<file path="config.mk">
export PLATFORM = sky130hd
export DESIGN_NAME = rud_radius
export DESIGN_NICKNAME = d
export VERILOG_FILES = /design/src/rtl/core/rud_pkg.sv /design/src/rtl/core/rud_radius.sv
export SDC_FILE = /design/constraint.sdc
export NUM_CORES = 2
export LEC_CHECK = 0
export ABC_AREA = 0
export BUFFER_PORTS_ARGS = -buffer_cell sky130_fd_sc_hd__buf_4
export CAP_MARGIN = 10
export CORE_MARGIN = 4
export CORE_UTILIZATION = 65
export DETAILED_ROUTE_END_ITERATION = 6
export PLACE_DENSITY_LB_ADDON = 0.1
export SYNTH_ARGS = -nofsm -noshare
export SYNTH_HDL_FRONTEND = slang
export SYNTH_SLANG_ARGS = --single-unit
</file>
<file path="constraint.sdc">
create_clock -name clk_i -period 9.35 [get_ports clk_i]
set_clock_uncertainty 0.05 [all_clocks]
set_input_delay 0.4675 -clock clk_i [delete_from_list [all_inputs] [get_ports clk_i]]
set_output_delay 0.4675 -clock clk_i [all_outputs]
set_load 0.05 [all_outputs]
</file>
<file path="src/rtl/core/rud_pkg.sv">
`timescale 1ns / 1ps
// Shared widths, register map, configuration struct and offset struct of the
// radial undistortion coordinate map. No dependencies.
package rud_pkg;

  localparam int COORD_BITS = 13;
  localparam int FRAC_BITS  = 8;
  localparam int DIM_BITS   = 14;
  localparam int INV_BITS   = 40;
  localparam int K_BITS     = 32;

  localparam int CFG_DATA_BITS = 40;
  localparam int CFG_IDX_BITS  = 3;

  localparam logic [DIM_BITS-1:0] DEF_WIDTH  = DIM_BITS'(640);
  localparam logic [DIM_BITS-1:0] DEF_HEIGHT = DIM_BITS'(480);

  localparam int OUT_BITS = COORD_BITS + FRAC_BITS + 2;

  // Doubled offsets from the center: 2*coord - dim, exact in half pixels.
  localparam int OFS_BITS = ((COORD_BITS + 1 > DIM_BITS) ? COORD_BITS + 1 : DIM_BITS) + 1;
  localparam int S4_BITS  = 2 * OFS_BITS;

  // Squared radius: split 1/f^2 so each partial product stays narrow.
  localparam int INV_SPLIT   = 20;
  localparam int INV_HI_BITS = INV_BITS - INV_SPLIT;
  localparam int R2_SHIFT    = 18;
  localparam int HI_SHIFT    = INV_SPLIT - R2_SHIFT;
  localparam int PH_BITS     = S4_BITS + INV_HI_BITS;
  localparam int PL_BITS     = S4_BITS + INV_SPLIT;
  localparam int R2_SUM_BITS = PH_BITS + HI_SHIFT + 1;

  localparam int Q_BITS = 32;
  localparam int Q_FRAC = 24;

  // Scale factor, signed with 28 fraction bits.
  localparam int FACTOR_BITS = 40;
  localparam int ONE_SHIFT   = 28;
  localparam int PK_BITS     = K_BITS + Q_BITS + 1;
  localparam int FSUM_BITS   = PK_BITS - Q_FRAC + 2;

  // Source coordinate before saturation.
  localparam int MAP_SHIFT = ONE_SHIFT + 1 - FRAC_BITS;
  localparam int PM_BITS   = OFS_BITS + FACTOR_BITS;
  localparam int SX_BITS   = PM_BITS - MAP_SHIFT + 2;

  typedef enum logic [CFG_IDX_BITS-1:0] {
    REG_INV_FOCAL_SQ = 3'd0,
    REG_K1           = 3'd1,
    REG_K2           = 3'd2,
    REG_WIDTH        = 3'd3,
    REG_HEIGHT       = 3'd4
  } reg_idx_e;

  typedef struct packed {
    logic        [INV_BITS-1:0] inv_focal_sq;
    logic signed [K_BITS-1:0]   k1;
    logic signed [K_BITS-1:0]   k2;
    logic        [DIM_BITS-1:0] width;
    logic        [DIM_BITS-1:0] height;
  } cfg_t;

  typedef struct packed {
    logic signed [OFS_BITS-1:0] dx2;
    logic signed [OFS_BITS-1:0] dy2;
  } ofs_t;

endpackage

</file>
<file path="src/rtl/core/rud_radius.sv">
`timescale 1ns / 1ps
// Front of the pipeline: doubled center offsets, squared radius and the
// scaled, saturated r2 (Q8.24). Four register stages. Depends on rud_pkg.
module rud_radius (
  input  logic                          clk_i,
  input  logic                          rst_ni,
  input  rud_pkg::cfg_t                 cfg_i,
  input  logic                          in_valid_i,
  input  logic [rud_pkg::COORD_BITS-1:0] dest_col_i,
  input  logic [rud_pkg::COORD_BITS-1:0] dest_row_i,
  output logic                          valid_o,
  output rud_pkg::ofs_t                 ofs_o,
  output logic [rud_pkg::Q_BITS-1:0]    r2_o
);
  import rud_pkg::*;

  logic                      v_a_q, v_b_q, v_c_q, v_d_q;
  ofs_t                      ofs_a_d, ofs_a_q, ofs_b_q, ofs_c_q, ofs_d_q;
  logic signed [S4_BITS-1:0] sqx, sqy;
  logic [S4_BITS-1:0]        s4_d, s4_q;
  logic [PH_BITS-1:0]        ph_d, ph_q;
  logic [PL_BITS-1:0]        pl_d, pl_q;
  logic [R2_SUM_BITS-1:0]    r2_sum;
  logic [Q_BITS-1:0]         r2_d, r2_q;

  // Stage A: offsets in half pixels.
  assign ofs_a_d.dx2 = $signed({{(OFS_BITS-COORD_BITS-1){1'b0}}, dest_col_i, 1'b0})
                     - $signed({{(OFS_BITS-DIM_BITS){1'b0}}, cfg_i.width});
  assign ofs_a_d.dy2 = $signed({{(OFS_BITS-COORD_BITS-1){1'b0}}, dest_row_i, 1'b0})
                     - $signed({{(OFS_BITS-DIM_BITS){1'b0}}, cfg_i.height});

  // Stage B: sum of squares.
  assign sqx  = ofs_a_q.dx2 * ofs_a_q.dx2;
  assign sqy  = ofs_a_q.dy2 * ofs_a_q.dy2;
  assign s4_d = $unsigned(sqx) + $unsigned(sqy);

  // Stage C: two partial products against the halves of 1/f^2.
  assign ph_d = s4_q * cfg_i.inv_focal_sq[INV_BITS-1:INV_SPLIT];
  assign pl_d = s4_q * cfg_i.inv_focal_sq[INV_SPLIT-1:0];

  // Stage D: recombine, drop the extra fraction bits, saturate.
  assign r2_sum = (R2_SUM_BITS'(ph_q) << HI_SHIFT) + R2_SUM_BITS'(pl_q >> R2_SHIFT);
  assign r2_d   = (|r2_sum[R2_SUM_BITS-1:Q_BITS]) ? '1 : r2_sum[Q_BITS-1:0];

  always_ff @(posedge clk_i or negedge rst_ni) begin
    if (!rst_ni) begin
      v_a_q <= 1'b0;
      v_b_q <= 1'b0;
      v_c_q <= 1'b0;
      v_d_q <= 1'b0;
    end else begin
      v_a_q <= in_valid_i;
      v_b_q <= v_a_q;
      v_c_q <= v_b_q;
      v_d_q <= v_c_q;
    end
  end

  always_ff @(posedge clk_i) begin
    ofs_a_q <= ofs_a_d;
    ofs_b_q <= ofs_a_q;
    ofs_c_q <= ofs_b_q;
    ofs_d_q <= ofs_c_q;
    s4_q    <= s4_d;
    ph_q    <= ph_d;
    pl_q    <= pl_d;
    r2_q    <= r2_d;
  end

  assign valid_o = v_d_q;
  assign ofs_o   = ofs_d_q;
  assign r2_o    = r2_q;

  a_zero_radius_partials: assert property (@(posedge clk_i) disable iff (!rst_ni)
    (v_b_q && s4_q == '0) |=> (ph_q == '0 && pl_q == '0))
    else $error("zero radius gave nonzero partial products");

endmodule

</file>
==> reports/qor.txt <==
Status - finished clean
Area contributors post-synth - fa_1 47%, inv_1 10%, ha_1 10%
I/O pins - 224
Syn avg cell area - 9.27 um2
Clk slew on worst S/H paths - 60 ps
Largest area contributor in the netlist - fa_1
Horiz. Die Dim - 315 um
Top_reg_cell synth - dfxtp_1
Critical path startpoint category - register
Yosys Warn Count - 0
Gate Count Post-Synth - 6625
Flops & latches, synth - 268
Reg2reg end - ph_q[48]
CTS tree - built
Vias per cell - 5.48
DR iter-0 viols - 2690
Layout cells sized above 1 - 5.42%
Post-synthesis sequential area ratio - 8.76%
Final wirelength - 149000 um
Die Height - 315 um
Post-CTS sizing - 0
H-tree depth - 2
Post-synth EDFFs - 0
Reg2reg path depth - 26
Period utilization - 92.6%
Routed wire per std cell - 18.9 um
Gr ovfl total - 0
Unrepaired setup endpoints after global routing - false
Gpl congestion - 0.889
RR Startpoint - s4_q[8]
CTS Buf Count - 35
Max-slew violations - 0
Post-synth top area share - 47.4%
Placed cell areas - 63800 um2
Row count - 112
Clk root buf - clkbuf_16
Distinct cell type count after synthesis - 76
Antenna violations before repair - 4
Syn Nets - 8745
Synthesized area - 61400 um2
Total number of vias - 43300
CP Class - reg -> reg
Setup Fix Bufs, Post-CTS - 0
CP required - 9760 ps
GRT Total Usage - 31.7%
Final instance area - 65000 um2
DRC viols - 0
Clk Latency, worst-skew pair - 600 ps
Hold path startpoint - cfg_i[1]
Critical path endpoint category - register
Die Area - 99500 um2
CTS Hold Bufs - 4
Final hold violation count - 0
Hold path endpoint - ofs_a_q[1]
Max-cap viol count - 0
Initial core utilization - 65.6%
Fin nets - 8743
Count of input and output buffers - 159
Setup TNS - 0 ps
Reg2reg setup slack - 690 ps
Post-synth top cells - 1709 x inv_1, 1455 x fa_1, 944 x nand2_1
Final setup viols - 0
Routed Antenna Nets - 0
First-pass GRT wire length - 247000 um
Largest net degree at the start of global routing - 41
Worst Tran Pin Value - 1140 ps
Max clock buf depth - 3
Placeable Area - 93600 um2
Area grow syn2layout - 5.72%
DRT Pass-1 Iters - 5
Cell with the most instances after synthesis - inv_1
Fmax - 0.116 GHz
Max-slew headroom - 24.2%
Peak fanout along the critical path - 23
Hpwl dp - 119000 um
Vias in the first global route - 47400
Post-synth ARST share - 1.49%
CTS Sinks - 268
Hold depth - 3
Worst Hold Class - in -> reg
Crit path DAT - 9060 ps
Post-layout min period - 8660 ps
Fill cells - 7550
routing by layer:
metal / vias up / track usage [%] / routed length, um
li1: 19200 / - / -
met1: 22100 / 41.5 / 58400
met2: 1663 / 53.9 / 72900
met3: 354 / 5.43 / 11800
met4: 6 / 11.5 / 6290
met5: - / 0 / 39
worst max-delay path, stage by stage, from the launching register on:
cell and delay (ps):
dfxtp_1 700, buf_4 320, buf_4 350, and2_1 220, fa_1 450, fa_1 510
inv_1 50, fa_1 480, inv_1 60, fa_1 450, ha_1 290, inv_1 50
fa_1 470, inv_1 50, fa_1 450, ha_1 340, and3_1 340, o21ai_0 300
and2_1 260, nor3_1 470, o211ai_1 300, a21oi_1 510, a21oi_1 150, o211a_1 270
o21ai_0 350, or4_1 170, nand3_1 70
logic make-up (layout without fill, tap and decap cells):
kind of cell,Yosys count,after routing,share of synthesized area [%]
compound gates,397,397,4.33
xor+xnor,166,166,2.37
fa+ha+maj,1959,1959,57.7
buf+inv,1996,2017,12.2
flops,268,268,8.76
mux,7,7,0.116
other cells,0,2,0
simple gates,1832,1832,14.5
registers in the layout, indices dropped and copies added (netlist names):
name and cells:
ofs_c_q 30, v_a_q 1, v_c_q 1, valid_o 1, ofs_b_q 30, v_b_q 1, r2_o 32, ofs_o 30
ph_q 50, s4_q 30, pl_q 32, ofs_a_q 30
layout by cell type, fill, tap and decap left out, types with 35 or more instances in the layout:
cell          n
a21o_1       63
o21ai_0      64
inv_1      1709
fa_1       1455
nor2b_1      45
clkbuf_16    35
xnor2_1     119
nor2_1      105
nand2_1     944
ha_1        504
nor3_1       35
xor2_1       47
buf_4       240
dfxtp_1     264
a21oi_1     104
and2_1      537
how the worst max path moves through the flow:
stage	from	end	slack, ps	depth (start not counted)
6_report	s4_q[8]	ph_q[48]	690	26
5_1_grt	s4_q[11]	ph_q[49]	320	27
4_1_cts	s4_q[8]	ph_q[48]	920	26
3_5_place_dp	s4_q[8]	ph_q[48]	950	26
3_3_place_gp	ofs_a_q[19]	s4_q[28]	1050	26
2_1_floorplan	ofs_a_q[21]	s4_q[28]	1950	27
metrics by stage:
step	util (%)	setup WS, ps	hold WS [ps]	cells
after CTS	69.4	921	96.6	7900
after global placement	68.2	1050	213	7836
after detailed placement	68.2	953	217	7836
after global routing	69.4	325	130	7900
after floorplan	-	1950	122	6625
final	69.4	695	141	7902
area by class of cell:
type	count	area, um2	share of cell area (%)
diodes	2	5.00	0.00770
clock buffers	45	963	1.48
clock inverters	15	145	0.223
inverters	1709	6410	9.88
multi-input cells	4361	48600	74.7
flip-flops and latches	268	5390	8.29
well taps	1254	1570	2.42
repair buffers	248	1920	2.96
Power is left out: the tool's default activity adds up to more than one toggle a clock period on the data nets, which glitch-free logic cannot reach.
