--- src/rtl/core/rud_pkg.sv ---
`timescale 1ns / 1ps
// Shared widths, register map, configuration struct and offset struct of the
// radial undistortion coordinate map. No dependencies.
package rud_pkg;

  localparam int COORD_BITS = 13;
  localparam int FRAC_BITS  = 8;
  localparam int DIM_BITS   = 14;
  localparam int INV_BITS   = 40;
  localparam int K_BITS     = 32;

  localparam int CFG_DATA_BITS = 40;
  localparam int CFG_IDX_BITS  = 3;

  localparam logic [DIM_BITS-1:0] DEF_WIDTH  = DIM_BITS'(640);
  localparam logic [DIM_BITS-1:0] DEF_HEIGHT = DIM_BITS'(480);

  localparam int OUT_BITS = COORD_BITS + FRAC_BITS + 2;

  // Doubled offsets from the center: 2*coord - dim, exact in half pixels.
  localparam int OFS_BITS = ((COORD_BITS + 1 > DIM_BITS) ? COORD_BITS + 1 : DIM_BITS) + 1;
  localparam int S4_BITS  = 2 * OFS_BITS;

  // Squared radius: split 1/f^2 so each partial product stays narrow.
  localparam int INV_SPLIT   = 20;
  localparam int INV_HI_BITS = INV_BITS - INV_SPLIT;
  localparam int R2_SHIFT    = 18;
  localparam int HI_SHIFT    = INV_SPLIT - R2_SHIFT;
  localparam int PH_BITS     = S4_BITS + INV_HI_BITS;
  localparam int PL_BITS     = S4_BITS + INV_SPLIT;
  localparam int R2_SUM_BITS = PH_BITS + HI_SHIFT + 1;

  localparam int Q_BITS = 32;
  localparam int Q_FRAC = 24;

  // Scale factor, signed with 28 fraction bits.
  localparam int FACTOR_BITS = 40;
  localparam int ONE_SHIFT   = 28;
  localparam int PK_BITS     = K_BITS + Q_BITS + 1;
  localparam int FSUM_BITS   = PK_BITS - Q_FRAC + 2;

  // Source coordinate before saturation.
  localparam int MAP_SHIFT = ONE_SHIFT + 1 - FRAC_BITS;
  localparam int PM_BITS   = OFS_BITS + FACTOR_BITS;
  localparam int SX_BITS   = PM_BITS - MAP_SHIFT + 2;

  typedef enum logic [CFG_IDX_BITS-1:0] {
    REG_INV_FOCAL_SQ = 3'd0,
    REG_K1           = 3'd1,
    REG_K2           = 3'd2,
    REG_WIDTH        = 3'd3,
    REG_HEIGHT       = 3'd4
  } reg_idx_e;

  typedef struct packed {
    logic        [INV_BITS-1:0] inv_focal_sq;
    logic signed [K_BITS-1:0]   k1;
    logic signed [K_BITS-1:0]   k2;
    logic        [DIM_BITS-1:0] width;
    logic        [DIM_BITS-1:0] height;
  } cfg_t;

  typedef struct packed {
    logic signed [OFS_BITS-1:0] dx2;
    logic signed [OFS_BITS-1:0] dy2;
  } ofs_t;

endpackage

--- src/rtl/core/rud_map.sv ---
`timescale 1ns / 1ps
// Back of the pipeline: scale offsets by the factor, add the center back,
// bounds test and saturation. Two register stages. Depends on rud_pkg.
module rud_map (
  input  logic                                   clk_i,
  input  logic                                   rst_ni,
  input  rud_pkg::cfg_t                          cfg_i,
  input  logic                                   valid_i,
  input  rud_pkg::ofs_t                          ofs_i,
  input  logic signed [rud_pkg::FACTOR_BITS-1:0] factor_i,
  output logic                                   valid_o,
  output logic signed [rud_pkg::OUT_BITS-1:0]    src_col_o,
  output logic signed [rud_pkg::OUT_BITS-1:0]    src_row_o,
  output logic                                   in_bounds_o
);
  import rud_pkg::*;

  localparam logic signed [SX_BITS-1:0]  OneSx  = SX_BITS'(1);
  localparam logic signed [OUT_BITS-1:0] OutMax = {1'b0, {(OUT_BITS-1){1'b1}}};
  localparam logic signed [OUT_BITS-1:0] OutMin = {1'b1, {(OUT_BITS-1){1'b0}}};

  function automatic logic signed [OUT_BITS-1:0] sat_out(input logic signed [SX_BITS-1:0] v);
    logic [SX_BITS-OUT_BITS:0] top;
    top = v[SX_BITS-1:OUT_BITS-1];
    if ((&top) || !(|top)) begin
      return v[OUT_BITS-1:0];
    end
    return v[SX_BITS-1] ? OutMin : OutMax;
  endfunction

  logic                                v_h_q, v_i_q;
  logic signed [PM_BITS-1:0]           mx_d, my_d, mx_q, my_q;
  logic signed [PM_BITS-MAP_SHIFT-1:0] mxs, mys;
  logic signed [SX_BITS-1:0]           w_sx, h_sx, bx, by, sx, sy;
  logic                                in_box;
  logic signed [OUT_BITS-1:0]          src_col_q, src_row_q;
  logic                                in_bounds_q;

  // Stage H: scale both offsets.
  assign mx_d = ofs_i.dx2 * factor_i;
  assign my_d = ofs_i.dy2 * factor_i;

  // Stage I: floor shift, add half the dimension, test and saturate.
  assign mxs  = mx_q[PM_BITS-1:MAP_SHIFT];
  assign mys  = my_q[PM_BITS-1:MAP_SHIFT];
  assign w_sx = $signed(SX_BITS'(cfg_i.width));
  assign h_sx = $signed(SX_BITS'(cfg_i.height));
  assign sx   = SX_BITS'(mxs) + (w_sx <<< (FRAC_BITS - 1));
  assign sy   = SX_BITS'(mys) + (h_sx <<< (FRAC_BITS - 1));
  assign bx   = (w_sx - OneSx) <<< FRAC_BITS;
  assign by   = (h_sx - OneSx) <<< FRAC_BITS;
  assign in_box = !sx[SX_BITS-1] && (sx < bx) && !sy[SX_BITS-1] && (sy < by);

  always_ff @(posedge clk_i or negedge rst_ni) begin
    if (!rst_ni) begin
      v_h_q       <= 1'b0;
      v_i_q       <= 1'b0;
      in_bounds_q <= 1'b0;
    end else begin
      v_h_q       <= valid_i;
      v_i_q       <= v_h_q;
      in_bounds_q <= v_h_q && in_box;
    end
  end

  always_ff @(posedge clk_i) begin
    mx_q      <= mx_d;
    my_q      <= my_d;
    src_col_q <= sat_out(sx);
    src_row_q <= sat_out(sy);
  end

  assign valid_o     = v_i_q;
  assign src_col_o   = src_col_q;
  assign src_row_o   = src_row_q;
  assign in_bounds_o = in_bounds_q;

  a_inside_nonneg: assert property (@(posedge clk_i) disable iff (!rst_ni)
    in_bounds_o |-> (!src_col_o[OUT_BITS-1] && !src_row_o[OUT_BITS-1]))
    else $error("in-bounds flag on a negative source coordinate");

  a_inside_has_beat: assert property (@(posedge clk_i) disable iff (!rst_ni)
    in_bounds_o |-> $past(v_h_q))
    else $error("in-bounds flag without a beat behind it");

endmodule

--- config.mk ---
export PLATFORM = sky130hd
export DESIGN_NAME = rud_map
export DESIGN_NICKNAME = d
export VERILOG_FILES = /design/src/rtl/core/rud_pkg.sv /design/src/rtl/core/rud_map.sv
export SDC_FILE = /design/constraint.sdc
export NUM_CORES = 2
export LEC_CHECK = 0
export BUFFER_PORTS_ARGS = -buffer_cell sky130_fd_sc_hd__buf_2
export CORE_MARGIN = 3
export CORE_UTILIZATION = 70
export CTS_BUF_LIST = sky130_fd_sc_hd__clkbuf_16
export CTS_CLUSTER_DIAMETER = 200
export CTS_CLUSTER_SIZE = 25
export DETAILED_ROUTE_END_ITERATION = 8
export HOLD_SLACK_MARGIN = 0.15
export PLACE_DENSITY = 0.95
export SLEW_MARGIN = 20
export SYNTH_ARGS = -nofsm -noshare
export SYNTH_HDL_FRONTEND = slang
export SYNTH_SLANG_ARGS = --single-unit
--- constraint.sdc ---
create_clock -name clk_i -period 7.1 [get_ports clk_i]
set_input_delay 0.355 -clock clk_i [delete_from_list [all_inputs] [get_ports clk_i]]
set_output_delay 0.355 -clock clk_i [all_outputs]
set_load 0.01 [all_outputs]
==> run metrics <==
gr busiest metal=met2; first-pass GRT wire length=207 mm; Mapped Cells=5038; share of cells above drive strength 1=0.0797; final hold vios=0; top post-synthesis cells by area=fa_1, inv_1, ha_1; GPL Wtd Cong=0.911; # port buffers=148; All-Layer GR Usage=0.394; Post-CTS Setup Inserts=0; Final Cycle Share=0.981; # rows=92; met1 GRT Util=0.423; critical path required time=7490 ps; Setup Skew=11.5 ps; CTS Buffer Depth=2; count of final setup violators=0; Chip Width=260 um; Placeable Area=63300 um^2; Top cell by count, worst path=fa_1; fin. max-slew vios=0; area grow syn2layout=6.65%; starting density of the core=0.711; R2R Path Start=my_q[28]; critical path endpoint category=flop; Period minus WS final=6970 ps; flops & latches, synth=117; CP cell instances=buf_2 -> nand2_1 -> fa_1 -> fa_1 -> fa_1 -> inv_1 -> fa_1 -> fa_1 -> inv_1 -> fa_1 -> inv_1 -> ha_1 -> o21ai_0 -> o211ai_1 -> a211oi_1 -> buf_4 -> a211oi_2 -> a311oi_2 -> a211o_1 -> a21boi_1 -> o211ai_2 -> a21boi_1 -> or4b_1 -> nand3_1; Crit Path Category=in -> reg; cts bufs inserted=17; Mean Syn Cell Area=8.93 um^2; Yosys Warn Count=0; part of the Yosys area used for sequential elements=0.0524; nets=6771; Worst-Skew Late Latency=460 ps; async set-or-reset flop fraction in the synthesized netlist=0.0256; CTS root buffer=clkbuf_16; vias in the first global route=42700; headroom to the max-slew limit=0.453; WL final=127 mm; number of synthesized flops with an enable pin=0; post-synthesis instance area=45000 um^2; CP Max Fanout=22; dpl ws=-128 ps; critical path arrival=7360 ps; io pins=253; status=complete, but fails checks; placed cell area=47300 um^2; Design Area, Final=48000 um^2; residual DRC count=33; CP max stage cell=fa_1; pin count of the biggest net entering global routing=41; DPL Wire Length=98.8 mm; R2R depth=21; H-Tree Depth=4; CTS sink count=117; hold crit path type=in -> async; Crit. Startpoint=factor_i[9]; clk slew on worst S/H paths=70 ps; total grt overflow=0; Startpoint Class=primary input; Worst Tran Pin Value=820 ps; worst setup margin=133 ps; leading area contributor after synthesis=fa_1; Post-Synthesis Net Count=6675; drt first pass iters=8; Synth top area share=0.487; failing checks=design-rule violations; FILL cells=3583; post-layout util=0.758; GR Util met3=0.107; # Max-Cap Violations=0; Detail Route Antenna Nets=0; Via Count=37100; r2r setup slk=1940 ps; RSZ-0062 raised after global routing=no; reg-to-reg endpoint=in_bounds_o; DIE HEIGHT=260 um; die area=67400 um^2; fmax=144 MHz; CTS tree=built; vias per inst=6.19; drt wl/cell=21.1 um; DR iter-0 viols=4074; CP peak stage delay=560 ps; met2 usage in global routing=0.657; library cells used by synthesis=90; top_reg_cell synth=dfxtp_1; initial antenna violation count=11
-- sequential cells by signal (all words and copies together) (netlist names) --
register / cells
src_row_o: 23
src_col_o: 23
valid_o: 1
v_h_q: 1
my_q: 34
mx_q: 34
in_bounds_o: 1
-- worst max path at each step --
stage / slack [ps] / depth (start not counted) / endpoint
floorplan: 400 / 24 / my_q[48]
global placement: 30 / 24 / mx_q[54]
detailed placement: -130 / 23 / my_q[53]
CTS: 280 / 25 / mx_q[47]
global route: 6 / 25 / my_q[53]
finish: 130 / 24 / mx_q[47]
-- cells by family (layout without fill, tap and decap cells) --
group / after synthesis / after routing / share of synthesized area
buffers and inverters: 1421 / 1529 / 0.120
flip-flops: 117 / 117 / 0.0524
AND/OR/NAND/NOR: 1560 / 1560 / 0.161
adder cells (fa/ha/maj): 1432 / 1432 / 0.581
other: 0 / 7 / 0
multiplexers: 28 / 28 / 0.00848
AO/OA/AOI/OAI: 331 / 331 / 0.0491
XOR/XNOR: 149 / 149 / 0.0290
-- worst max-delay path, delay by kind of cell --
kind | cells | cell delay (ps)
AOI/OAI and AO/OA | 9 | 1980
adders and majority gates | 7 | 3390
buffers and inverters | 5 | 850
and+or+nand+nor | 3 | 770
-- layout by cell type, fill, tap and decap left out, types with 7 or more instances in the layout --
cell       instances
o211ai_1           7
nand3_1           29
o21ai_1            7
nand4_1           30
buf_12            14
xnor2_1           99
and2_1           321
buf_4            165
dfxtp_1          114
a21o_1            51
fa_1            1094
clkbuf_16         17
o21a_1            18
clkbuf_4           8
a211oi_1          12
inv_1           1169
nand2_1          851
ha_1             338
o21ai_0           56
buf_2            140
nor2b_1           30
nor2_1           162
diode_2            7
a21oi_1          103
o21bai_1           7
and3_1            16
nand2b_1          39
mux2_4            19
xor2_1            50
nor3_1            37
-- synth_stat cells (all sizes together), types with 4 or more instances --
cell,instances
inv,1167
fa,1094
nand2,851
ha,338
and2,322
clkbuf,243
nor2,162
dfxtp,114
a21oi,107
xnor2,99
o21ai,63
a21o,53
xor2,50
nand2b,40
nor3,37
nand4,31
nand3,30
nor2b,30
mux2,24
and3,18
o21a,18
a211oi,13
o211ai,9
buf,8
o21bai,8
or3,7
a31oi,6
and4,6
nor4,6
a211o,5
a311o,5
o22ai,5
o31ai,5
a21boi,4
a221oi,4
mux2i,4
o2111ai,4
or4,4
-- cell type report --
class,count,area [um^2],area share
Clock buffer,17,425,0.00887
Clock inverter,14,169,0.00352
Antenna cell,7,17.5,0.000365
Tap cell,846,1060,0.0221
Multi-Input combinational cell,3500,37300,0.777
Inverter,1169,4390,0.0914
Timing Repair Buffer,329,2300,0.0479
Sequential cell,117,2360,0.0491
-- layer usage --
layer,wire (um),share of wire
met2,61600,0.49
met3,14900,0.12
met4,12300,0.097
met1,37900,0.30
met5,66,0.00052
-- per-stage QoR --
stage               TNS, ps  hold slack [ps]  cells
floorplan                 0             59.4   5038
global placement          0              148   5958
detailed placement     -935              151   5958
CTS                       0              209   5991
global route              0              246   5992
finish                    0              225   5999
-- repair_timing --
item                                   4_1_cts  5_1_grt
endpoints found under the hold margin        4        0
hold buffers                                 2        0
gates resized for setup                      0       13
setup endpoints to repair                    0        8
Power is not shown: default switching activity piles up to over one toggle a cycle in this logic, so the estimate is an artifact.
