File: src/rtl/core/rud_pkg.sv
`timescale 1ns / 1ps
// Shared widths, register map, configuration struct and offset struct of the
// radial undistortion coordinate map. No dependencies.
package rud_pkg;

  localparam int COORD_BITS = 13;
  localparam int FRAC_BITS  = 8;
  localparam int DIM_BITS   = 14;
  localparam int INV_BITS   = 40;
  localparam int K_BITS     = 32;

  localparam int CFG_DATA_BITS = 40;
  localparam int CFG_IDX_BITS  = 3;

  localparam logic [DIM_BITS-1:0] DEF_WIDTH  = DIM_BITS'(640);
  localparam logic [DIM_BITS-1:0] DEF_HEIGHT = DIM_BITS'(480);

  localparam int OUT_BITS = COORD_BITS + FRAC_BITS + 2;

  // Doubled offsets from the center: 2*coord - dim, exact in half pixels.
  localparam int OFS_BITS = ((COORD_BITS + 1 > DIM_BITS) ? COORD_BITS + 1 : DIM_BITS) + 1;
  localparam int S4_BITS  = 2 * OFS_BITS;

  // Squared radius: split 1/f^2 so each partial product stays narrow.
  localparam int INV_SPLIT   = 20;
  localparam int INV_HI_BITS = INV_BITS - INV_SPLIT;
  localparam int R2_SHIFT    = 18;
  localparam int HI_SHIFT    = INV_SPLIT - R2_SHIFT;
  localparam int PH_BITS     = S4_BITS + INV_HI_BITS;
  localparam int PL_BITS     = S4_BITS + INV_SPLIT;
  localparam int R2_SUM_BITS = PH_BITS + HI_SHIFT + 1;

  localparam int Q_BITS = 32;
  localparam int Q_FRAC = 24;

  // Scale factor, signed with 28 fraction bits.
  localparam int FACTOR_BITS = 40;
  localparam int ONE_SHIFT   = 28;
  localparam int PK_BITS     = K_BITS + Q_BITS + 1;
  localparam int FSUM_BITS   = PK_BITS - Q_FRAC + 2;

  // Source coordinate before saturation.
  localparam int MAP_SHIFT = ONE_SHIFT + 1 - FRAC_BITS;
  localparam int PM_BITS   = OFS_BITS + FACTOR_BITS;
  localparam int SX_BITS   = PM_BITS - MAP_SHIFT + 2;

  typedef enum logic [CFG_IDX_BITS-1:0] {
    REG_INV_FOCAL_SQ = 3'd0,
    REG_K1           = 3'd1,
    REG_K2           = 3'd2,
    REG_WIDTH        = 3'd3,
    REG_HEIGHT       = 3'd4
  } reg_idx_e;

  typedef struct packed {
    logic        [INV_BITS-1:0] inv_focal_sq;
    logic signed [K_BITS-1:0]   k1;
    logic signed [K_BITS-1:0]   k2;
    logic        [DIM_BITS-1:0] width;
    logic        [DIM_BITS-1:0] height;
  } cfg_t;

  typedef struct packed {
    logic signed [OFS_BITS-1:0] dx2;
    logic signed [OFS_BITS-1:0] dy2;
  } ofs_t;

endpackage

File: src/rtl/core/rud_cfg_regs.sv
`timescale 1ns / 1ps
// Configuration register file of the undistortion map: write-only, one index
// per register. Depends on rud_pkg.
module rud_cfg_regs (
  input  logic                             clk_i,
  input  logic                             rst_ni,
  input  logic                             cfg_we_i,
  input  logic [rud_pkg::CFG_IDX_BITS-1:0] cfg_idx_i,
  input  logic [rud_pkg::CFG_DATA_BITS-1:0] cfg_wdata_i,
  output rud_pkg::cfg_t                    cfg_o
);
  import rud_pkg::*;

  cfg_t cfg_q;

  // Drop writes to indexes past the register list.
  always_ff @(posedge clk_i or negedge rst_ni) begin
    if (!rst_ni) begin
      cfg_q.inv_focal_sq <= '0;
      cfg_q.k1           <= '0;
      cfg_q.k2           <= '0;
      cfg_q.width        <= DEF_WIDTH;
      cfg_q.height       <= DEF_HEIGHT;
    end else if (cfg_we_i) begin
      case (cfg_idx_i)
        REG_INV_FOCAL_SQ: cfg_q.inv_focal_sq <= cfg_wdata_i[INV_BITS-1:0];
        REG_K1:           cfg_q.k1           <= $signed(cfg_wdata_i[K_BITS-1:0]);
        REG_K2:           cfg_q.k2           <= $signed(cfg_wdata_i[K_BITS-1:0]);
        REG_WIDTH:        cfg_q.width        <= cfg_wdata_i[DIM_BITS-1:0];
        REG_HEIGHT:       cfg_q.height       <= cfg_wdata_i[DIM_BITS-1:0];
        default: ;
      endcase
    end
  end

  assign cfg_o = cfg_q;

endmodule

File: config.mk
export PLATFORM = sky130hd
export DESIGN_NAME = rud_cfg_regs
export DESIGN_NICKNAME = d
export VERILOG_FILES = /design/src/rtl/core/rud_pkg.sv /design/src/rtl/core/rud_cfg_regs.sv
export SDC_FILE = /design/constraint.sdc
export NUM_CORES = 1
export LEC_CHECK = 0
export ABC_AREA = 1
export BUFFER_PORTS_ARGS = -buffer_cell sky130_fd_sc_hd__buf_2
export CORE_MARGIN = 4
export CORE_UTILIZATION = 40
export CTS_CLUSTER_DIAMETER = 200
export CTS_CLUSTER_SIZE = 12
export DETAILED_ROUTE_END_ITERATION = 6
export PLACE_DENSITY = 0.69
export SLEW_MARGIN = 20
export SYNTH_ARGS = -nofsm -noshare
export SYNTH_HDL_FRONTEND = slang
export SYNTH_SLANG_ARGS = --single-unit
File: constraint.sdc
create_clock -name clk_i -period 0.9 [get_ports clk_i]
set_clock_uncertainty 0.15 [all_clocks]
set_input_delay 0.18 -clock clk_i [delete_from_list [all_inputs] [get_ports clk_i]]
set_output_delay 0.18 -clock clk_i [all_outputs]
set_load 0.01 [all_outputs]
==> impl_results.html, run 1 <==
<table>
<tr><th>Metric</th><th>Value</th></tr>
<tr><th colspan="2">Status</th></tr>
<tr><td>Outcome</td><td>complete, but fails checks</td></tr>
<tr><td>Violated checks</td><td>setup timing</td></tr>
<tr><th colspan="2">Yosys</th></tr>
<tr><td>Cell type with the highest aggregate area in the netlist</td><td>dfrtp_1</td></tr>
<tr><td>Post-synthesis cell area</td><td>around 0.0052 mm2</td></tr>
<tr><td>Mean post-synth cell area</td><td>8.94 um2</td></tr>
<tr><td>Unique cell type count in the Yosys netlist</td><td>13</td></tr>
<tr><td>Sequential-to-total area share from yosys stat</td><td>0.634</td></tr>
<tr><td>Post-synthesis net count</td><td>630</td></tr>
<tr><td>Number of flops mapped to enable cells by yosys</td><td>0</td></tr>
<tr><td>Synthesis Warnings</td><td>0</td></tr>
<tr><td>Cell types with the largest area share after synthesis</td><td>dfrtp_1 60%, nand2_1 20%, nand3_1 11%, dfstp_2 3.0%, buf_2 2.8%</td></tr>
<tr><td>Gate count after technology mapping</td><td>584</td></tr>
<tr><td>FFs w/ async S/R, synth</td><td>1.00</td></tr>
<tr><td>Yosys top cell area share</td><td>0.604</td></tr>
<tr><td>Commonest cells in the synthesized netlist</td><td>285 x nand2_1, 126 x dfrtp_1, 118 x nand3_1</td></tr>
<tr><td>Register bit count reported by yosys</td><td>132</td></tr>
<tr><td>Most frequent cell after synthesis</td><td>nand2_1</td></tr>
<tr><td>Top_reg_cell synth</td><td>dfrtp_1</td></tr>
<tr><th colspan="2">Timing</th></tr>
<tr><td>Slack of the critical path</td><td>-0.493 ns</td></tr>
<tr><td>Worst relative slew slack</td><td>0.816</td></tr>
<tr><td>Setup repair after global routing missed its margin</td><td>true</td></tr>
<tr><td>Max-slew violation count</td><td>0</td></tr>
<tr><td>Post-route fraction of the period consumed by the critical path</td><td>1.55</td></tr>
<tr><td>Setup_tns</td><td>-50.55 ns</td></tr>
<tr><td>Minimum clock period after layout</td><td>1.39 ns</td></tr>
<tr><td>Achievable Freq</td><td>718 MHz</td></tr>
<tr><td>Slew at the pin with the worst max-slew slack</td><td>0.275 ns</td></tr>
<tr><td>Number of endpoints with negative hold slack in the final report</td><td>0</td></tr>
<tr><td>Number of setup violations in the final report</td><td>~140</td></tr>
<tr><th colspan="2">Global route</th></tr>
<tr><td>Maximum number of pins on one net before global-route repair</td><td>50</td></tr>
<tr><td>Global route total overflow</td><td>0</td></tr>
<tr><td>Global-route wire length before repair</td><td>26.4 mm</td></tr>
<tr><td>Via count of the first global-routing pass</td><td>around 5.2k</td></tr>
<tr><td>Total GRT Usage</td><td>0.230</td></tr>
<tr><td>Antenna violations before repair</td><td>0</td></tr>
<tr><th colspan="2">Floorplanning</th></tr>
<tr><td>Floorplan die width</td><td>122 um</td></tr>
<tr><td>Effective utilization at floorplan</td><td>0.410</td></tr>
<tr><td>Floorplan die area</td><td>between 0.01 and 0.015 mm2</td></tr>
<tr><td>DIE HEIGHT</td><td>122 um</td></tr>
<tr><td>Standard-cell row count</td><td>41</td></tr>
<tr><td>I/O pin count</td><td>178</td></tr>
<tr><td>CORE AREA</td><td>0.0127 mm2</td></tr>
<tr><th colspan="2">Critical path</th></tr>
<tr><td>Worst path slowest cell</td><td>dfstp_2</td></tr>
<tr><td>Buffer and inverter count on the worst path</td><td>1</td></tr>
<tr><td>Critical R2R Capture</td><td>cfg_o[83]$_DFFE_PN0P_</td></tr>
<tr><td>Worst R2R Start</td><td>cfg_o[83]$_DFFE_PN0P_</td></tr>
<tr><td>Family with the most delay on the worst path</td><td>flip-flops</td></tr>
<tr><td>Worst Path Max Fanout</td><td>2</td></tr>
<tr><td>Worst reg2reg path depth</td><td>4</td></tr>
<tr><td>Crit path cell chain</td><td>buf_6</td></tr>
<tr><td>Kind of start point of the critical path</td><td>flop</td></tr>
<tr><td>CP max stage delay</td><td>0.54 ns</td></tr>
<tr><td>Setup slack on the worst flop-to-flop path</td><td>-0.09 ns</td></tr>
<tr><td>CP Data Required Time</td><td>0.57 ns</td></tr>
<tr><td>Arrival time at the worst endpoint</td><td>1.06 ns</td></tr>
<tr><td>Start-to-end type of the worst setup path</td><td>reg2out</td></tr>
<tr><td>Capturing element type of the critical path</td><td>output port</td></tr>
<tr><th colspan="2">Power and ir drop</th></tr>
<tr><td>LEAKAGE</td><td>4.72 nW</td></tr>
<tr><td>Ratio of total power to cell area</td><td>2400 mW/mm2</td></tr>
<tr><td>Max VDD drop</td><td>1200 uV</td></tr>
<tr><td>Post-layout total power</td><td>20.4 mW</td></tr>
<tr><th colspan="2">Cells and area</th></tr>
<tr><td>Max FFs per register</td><td>132</td></tr>
<tr><td>Layout-stage area growth over the synthesis result</td><td>63.3%</td></tr>
<tr><td>Final nets</td><td>921</td></tr>
<tr><td>Fraction of final layout cells sized beyond drive strength 1</td><td>0.389</td></tr>
<tr><td>Antenna cells</td><td>0</td></tr>
<tr><th colspan="2">Clock network</th></tr>
<tr><td>Clock-pin slew on the worst setup and hold paths</td><td>around 0.06 ns</td></tr>
<tr><td>Later-pin clock latency in the skew report</td><td>0.42 ns</td></tr>
<tr><td>Root Buffer Master</td><td>clkbuf_16</td></tr>
<tr><td>Clock buffers created by TritonCTS</td><td>17</td></tr>
<tr><td>Number of clock sinks</td><td>approximately 130</td></tr>
<tr><td>TritonCTS clock tree</td><td>done</td></tr>
<tr><td>Clock buffer depth</td><td>2</td></tr>
<tr><td>CTS HTree Levels</td><td>4</td></tr>
<tr><th colspan="2">Drt</th></tr>
<tr><td>Detail-routed via count per cell</td><td>4.93</td></tr>
<tr><td>Average wire per standard cell</td><td>16.5 um</td></tr>
<tr><td>Total via count in the routed design</td><td>5221</td></tr>
<tr><td>DRT Pass-1 Iters</td><td>5</td></tr>
<tr><td>Final ANT Viol Nets</td><td>0</td></tr>
<tr><td>Residual DRC count</td><td>0</td></tr>
<tr><td>Wirelength, routed</td><td>17.5 mm</td></tr>
<tr><td>Number of DRC markers in iteration 0</td><td>327</td></tr>
<tr><th colspan="2">Placement</th></tr>
<tr><td>Setup WS pre-CTS</td><td>-0.389 ns</td></tr>
<tr><td>HPWL Detailed</td><td>11.0 mm</td></tr>
<tr><td>GP Congestion</td><td>around 0.86</td></tr>
<tr><td>Input/output buffers</td><td>~180</td></tr>
<tr><th colspan="2">Job</th></tr>
<tr><td>Max cap viols</td><td>0</td></tr>
<tr><th colspan="2">Min path</th></tr>
<tr><td>Hold crit path type</td><td>in2async</td></tr>
</table>
report_power, final:
part	total, mW	leakage (nW)	switching (mW)	internal, mW
combinational	5.08	2.75	2.41	2.67
clock	7.48	0.319	2.50	4.98
sequential	7.86	1.65	0.765	7.10
total	20.4	4.72	5.68	14.7
placed cells by master, fill, tap and decap left out, types with 6 or more instances in the layout:
cell	Yosys	routed
nand2_1	285	256
buf_2	29	134
dfrtp_1	126	126
nand3_1	118	118
buf_6	0	65
buf_4	3	54
dlygate4sd3_1	0	40
nand2_2	1	28
clkbuf_16	0	18
buf_12	0	14
dfstp_2	6	6
final cells by class:
class / instances / area [um2]
clock inverters: 9 / 148
flip-flops and latches: 132 / 3310
clock buffers: 23 / 498
repair buffers: 309 / 2530
fillers: 995 / 4200
inverters: 6 / 27.5
well taps: 172 / 215
multi-input cells: 409 / 1800
repair_timing:
action | CTS | global route
gates resized for setup | 26 | 73
hold endpoints to repair | 264 | 0
gates cloned | 0 | 1
buffers inserted | 39 | 26
hold buffers | 41 | 0
pin swaps | 0 | 10
endpoints found under the setup margin | 132 | 167
per-layer routing:
metal  global-route usage  share of wire
met5                    0              0
met2                0.388           0.50
met1                0.280           0.39
met3               0.0705          0.088
met4               0.0826          0.018
logic make-up (layout without fill, tap and decap cells):
logic type	Yosys count	in the layout	synth area share
flip-flops	132	132	0.634
buffers and inverters	43	347	0.0400
AND/OR/NAND/NOR	409	409	0.326
worst max-delay path by stage:
stage	start	to	slack [ns]	depth (start not counted)
after floorplan	cfg_idx_i[2]	cfg_o[60]$_DFFE_PN0P_	-0.1	5
after global placement	cfg_idx_i[1]	cfg_o[56]$_DFFE_PN0P_	-0.36	7
after detailed placement	cfg_idx_i[1]	cfg_o[50]$_DFFE_PN0P_	-0.39	7
after CTS	cfg_o[8]$_DFFE_PN1P_	cfg_o[8]	-0.51	1
after global routing	cfg_o[23]$_DFFE_PN1P_	cfg_o[23]	-0.53	1
final	cfg_o[23]$_DFFE_PN1P_	cfg_o[23]	-0.49	1
worst register-to-register path, cell delays in order (launching register included):
cell and delay [ns]:
dfrtp_1 0.39, buf_4 0.14, buf_4 0.12, nand2_1 0.05
nand2_1 0.04
per-stage QoR:
stage          cells   util  hold slack, ns  area (um2)
4_1_cts         1041  0.635        -0.00613        8070
3_5_place_dp     929  0.518          -0.122        6590
3_3_place_gp     929  0.518          -0.127        6590
5_1_grt         1060  0.670          0.0176        8530
6_report        1060  0.670          0.0163        8530
2_1_floorplan    584      -          -0.266        5300
(Power assumes the default switching activity.)
==> inputs of run 2 (changes only) <==
Clock period 0.9 ns to 1.4 ns, I/O delays scaled along.
==> run 2 against run 1 <==
  * The flow still finishes with violations (setup timing)
  * Via count shrank 4.4%
  * Sequential power shrank 36%
  * Power shrank 40%
  * Clock-buffer cell count shrank 6
  * Design area shrank 10%
  * Setup slack gained 0.40 ns
  * Die area is the same
==> impl_results.html, run 2 (synthesized netlist as in run 1, its figures left out) <==
<table>
<tr><th>Metric</th><th>Value</th></tr>
<tr><th colspan="2">Status</th></tr>
<tr><td>Outcome</td><td>complete, but fails checks</td></tr>
<tr><td>Violated checks</td><td>setup timing</td></tr>
<tr><th colspan="2">Drt</th></tr>
<tr><td>Detail-routed via count per cell</td><td>4.93</td></tr>
<tr><td>DRT Pass-1 Iters</td><td>5</td></tr>
<tr><td>Wirelength, routed</td><td>16.3 mm</td></tr>
<tr><td>Final ANT Viol Nets</td><td>0</td></tr>
<tr><td>Total via count in the routed design</td><td>4991</td></tr>
<tr><td>Residual DRC count</td><td>0</td></tr>
<tr><td>Number of DRC markers in iteration 0</td><td>458</td></tr>
<tr><td>Average wire per standard cell</td><td>16.1 um</td></tr>
<tr><th colspan="2">Cells and area</th></tr>
<tr><td>Fraction of final layout cells sized beyond drive strength 1</td><td>0.337</td></tr>
<tr><td>Antenna cells</td><td>0</td></tr>
<tr><td>Commonest non-fill, non-tap cell in the layout</td><td>nand2_1</td></tr>
<tr><td>Max FFs per register</td><td>between 100 and 150</td></tr>
<tr><td>Total area of sequential cells</td><td>0.00331 mm2</td></tr>
<tr><td>Fillers</td><td>around 1.1k</td></tr>
<tr><td>Final nets</td><td>874</td></tr>
<tr><td>Commonest cells after routing, fill and taps aside</td><td>285 x nand2_1, 155 x buf_2, 126 x dfrtp_1</td></tr>
<tr><td>Layout-stage area growth over the synthesis result</td><td>46.8%</td></tr>
<tr><td>Area of the multi-input gates</td><td>between 0.0015 and 0.002 mm2</td></tr>
<tr><td>Post-Route Utilization</td><td>0.602</td></tr>
<tr><th colspan="2">Timing</th></tr>
<tr><td>Number of endpoints with negative hold slack in the final report</td><td>0</td></tr>
<tr><td>Max-slew violation count</td><td>0</td></tr>
<tr><td>Slack of the critical path</td><td>-0.0903 ns</td></tr>
<tr><td>Post-route fraction of the period consumed by the critical path</td><td>1.06</td></tr>
<tr><td>Achievable Freq</td><td>~670 MHz</td></tr>
<tr><td>Worst relative slew slack</td><td>0.754</td></tr>
<tr><td>Min Hold Slack</td><td>between 0.007 and 0.008 ns</td></tr>
<tr><td>Slew at the pin with the worst max-slew slack</td><td>0.370 ns</td></tr>
<tr><td>Number of setup violations in the final report</td><td>6</td></tr>
<tr><td>Minimum clock period after layout</td><td>1.49 ns</td></tr>
<tr><td>Setup repair after global routing missed its margin</td><td>true</td></tr>
<tr><td>Setup_tns</td><td>-0.484 ns</td></tr>
<tr><th colspan="2">Clock network</th></tr>
<tr><td>Root Buffer Master</td><td>clkbuf_16</td></tr>
<tr><td>TritonCTS clock tree</td><td>done</td></tr>
<tr><td>Clock buffers created by TritonCTS</td><td>17</td></tr>
<tr><td>Later-pin clock latency in the skew report</td><td>0.41 ns</td></tr>
<tr><td>CTS HTree Levels</td><td>4</td></tr>
<tr><td>Clock-pin slew on the worst setup and hold paths</td><td>0.06 ns</td></tr>
<tr><td>Number of clock sinks</td><td>about 130</td></tr>
<tr><td>Clock buffer depth</td><td>2</td></tr>
<tr><th colspan="2">Critical path</th></tr>
<tr><td>CP Data Required Time</td><td>0.97 ns</td></tr>
<tr><td>Worst path slowest cell</td><td>dfstp_2</td></tr>
<tr><td>Buffer and inverter count on the worst path</td><td>1</td></tr>
<tr><td>Kind of start point of the critical path</td><td>flop</td></tr>
<tr><td>Crit path cell chain</td><td>buf_6</td></tr>
<tr><td>Worst Path Max Fanout</td><td>2</td></tr>
<tr><td>Arrival time at the worst endpoint</td><td>about 1.1 ns</td></tr>
<tr><td>Family with the most delay on the worst path</td><td>flip-flops</td></tr>
<tr><td>CP max stage delay</td><td>roughly 0.55 ns</td></tr>
<tr><td>Capturing element type of the critical path</td><td>output port</td></tr>
<tr><td>Start-to-end type of the worst setup path</td><td>reg2out</td></tr>
<tr><th colspan="2">Min path</th></tr>
<tr><td>Hold crit path type</td><td>in2reg</td></tr>
<tr><th colspan="2">Floorplanning</th></tr>
<tr><td>CORE AREA</td><td>approximately 0.013 mm2</td></tr>
<tr><td>Floorplan die area</td><td>0.0149 mm2</td></tr>
<tr><td>I/O pin count</td><td>178</td></tr>
<tr><td>Effective utilization at floorplan</td><td>0.410</td></tr>
<tr><td>DIE HEIGHT</td><td>roughly 120 um</td></tr>
<tr><td>Floorplan die width</td><td>between 100 and 150 um</td></tr>
<tr><td>Standard-cell row count</td><td>41</td></tr>
<tr><th colspan="2">Global route</th></tr>
<tr><td>Via count of the first global-routing pass</td><td>4803</td></tr>
<tr><td>Global route total overflow</td><td>0</td></tr>
<tr><td>Total GRT Usage</td><td>0.220</td></tr>
<tr><td>Maximum number of pins on one net before global-route repair</td><td>41</td></tr>
<tr><td>Antenna violations before repair</td><td>0</td></tr>
<tr><td>Global-route wire length before repair</td><td>25.2 mm</td></tr>
<tr><th colspan="2">Job</th></tr>
<tr><td>Max cap viols</td><td>0</td></tr>
<tr><th colspan="2">Placement</th></tr>
<tr><td>Input/output buffers</td><td>177</td></tr>
<tr><td>GP Congestion</td><td>0.822</td></tr>
<tr><td>HPWL Detailed</td><td>10.9 mm</td></tr>
<tr><td>Setup WS pre-CTS</td><td>-0.0707 ns</td></tr>
<tr><th colspan="2">Power and ir drop</th></tr>
<tr><td>Max VDD drop</td><td>770 uV</td></tr>
<tr><td>Post-layout total power</td><td>12.2 mW</td></tr>
<tr><td>Ratio of total power to cell area</td><td>between 1500 and 2000 mW/mm2</td></tr>
<tr><td>LEAKAGE</td><td>4.32 nW</td></tr>
</table>
-- run 2: cell types whose count changed in the layout (fill, tap and decap cells not counted), sizes merged --
| cell | change |
|---|---|
| buf | -33 |
| clkinvlp | +2 |
| dlygate4sd3 | -12 |
| clkbuf | -7 |
| inv | +2 |
| dlymetal6s4s | -1 |
| bufinv | -1 |
| clkinv | +3 |
-- run 2: cell type report --
type | instances | area share
flip-flops and latches | 132 | 0.432
well taps | 172 | 0.0281
clock inverters | 15 | 0.0235
multi-input cells | 409 | 0.224
repair buffers | 262 | 0.234
inverters | 6 | 0.00294
clock buffers | 17 | 0.0555
-- run 2: worst paths after layout --
path	cells after the start	from	endpoint	slack, ns
worst max register to register	4	cfg_o[6]$_DFFE_PN1P_	cfg_o[6]$_DFFE_PN1P_	0.35
worst min-delay path	3	cfg_wdata_i[23]	cfg_o[51]$_DFFE_PN0P_	0.007
min in group asynchronous	2	rst_ni	cfg_o[19]$_DFFE_PN0P_	0.18
worst max-delay path	1	cfg_o[23]$_DFFE_PN1P_	cfg_o[23]	-0.09
worst min register to register	2	cfg_o[74]$_DFFE_PN0P_	cfg_o[74]$_DFFE_PN0P_	0.31
max in group asynchronous	3	rst_ni	cfg_o[106]$_DFFE_PN0P_	0.33
-- run 2: repair_timing --
action                                 in CTS  in global routing
setup endpoints to repair                   9                 66
gates cloned                                0                  0
setup buffers                               1                 28
endpoints found under the hold margin     158                  1
resized for setup                           7                 22
hold buffers                               27                  1
-- run 2: power breakdown --
part	internal [mW]	switching, mW
combinational	1.24	1.42
clock	2.81	1.71
sequential	4.56	0.443
-- run 2: per-layer routing --
layer | track usage | vias to the layer above | routed length, um
met2 | 0.367 | 211 | 8100
met1 | 0.281 | 2410 | 6470
met5 | 0 | - | 0
met4 | 0.0588 | 0 | 255
li1 | - | 2345 | -
met3 | 0.0659 | 25 | 1530
-- run 2: through the flow --
| step | instance area (um2) | cells |
|---|---|---|
| after detailed placement | 6430 | 924 |
| final | 7660 | 1013 |
| after floorplan | 5220 | 584 |
| after global placement | 6430 | 924 |
| after global routing | 7660 | 1013 |
| after CTS | 7350 | 984 |
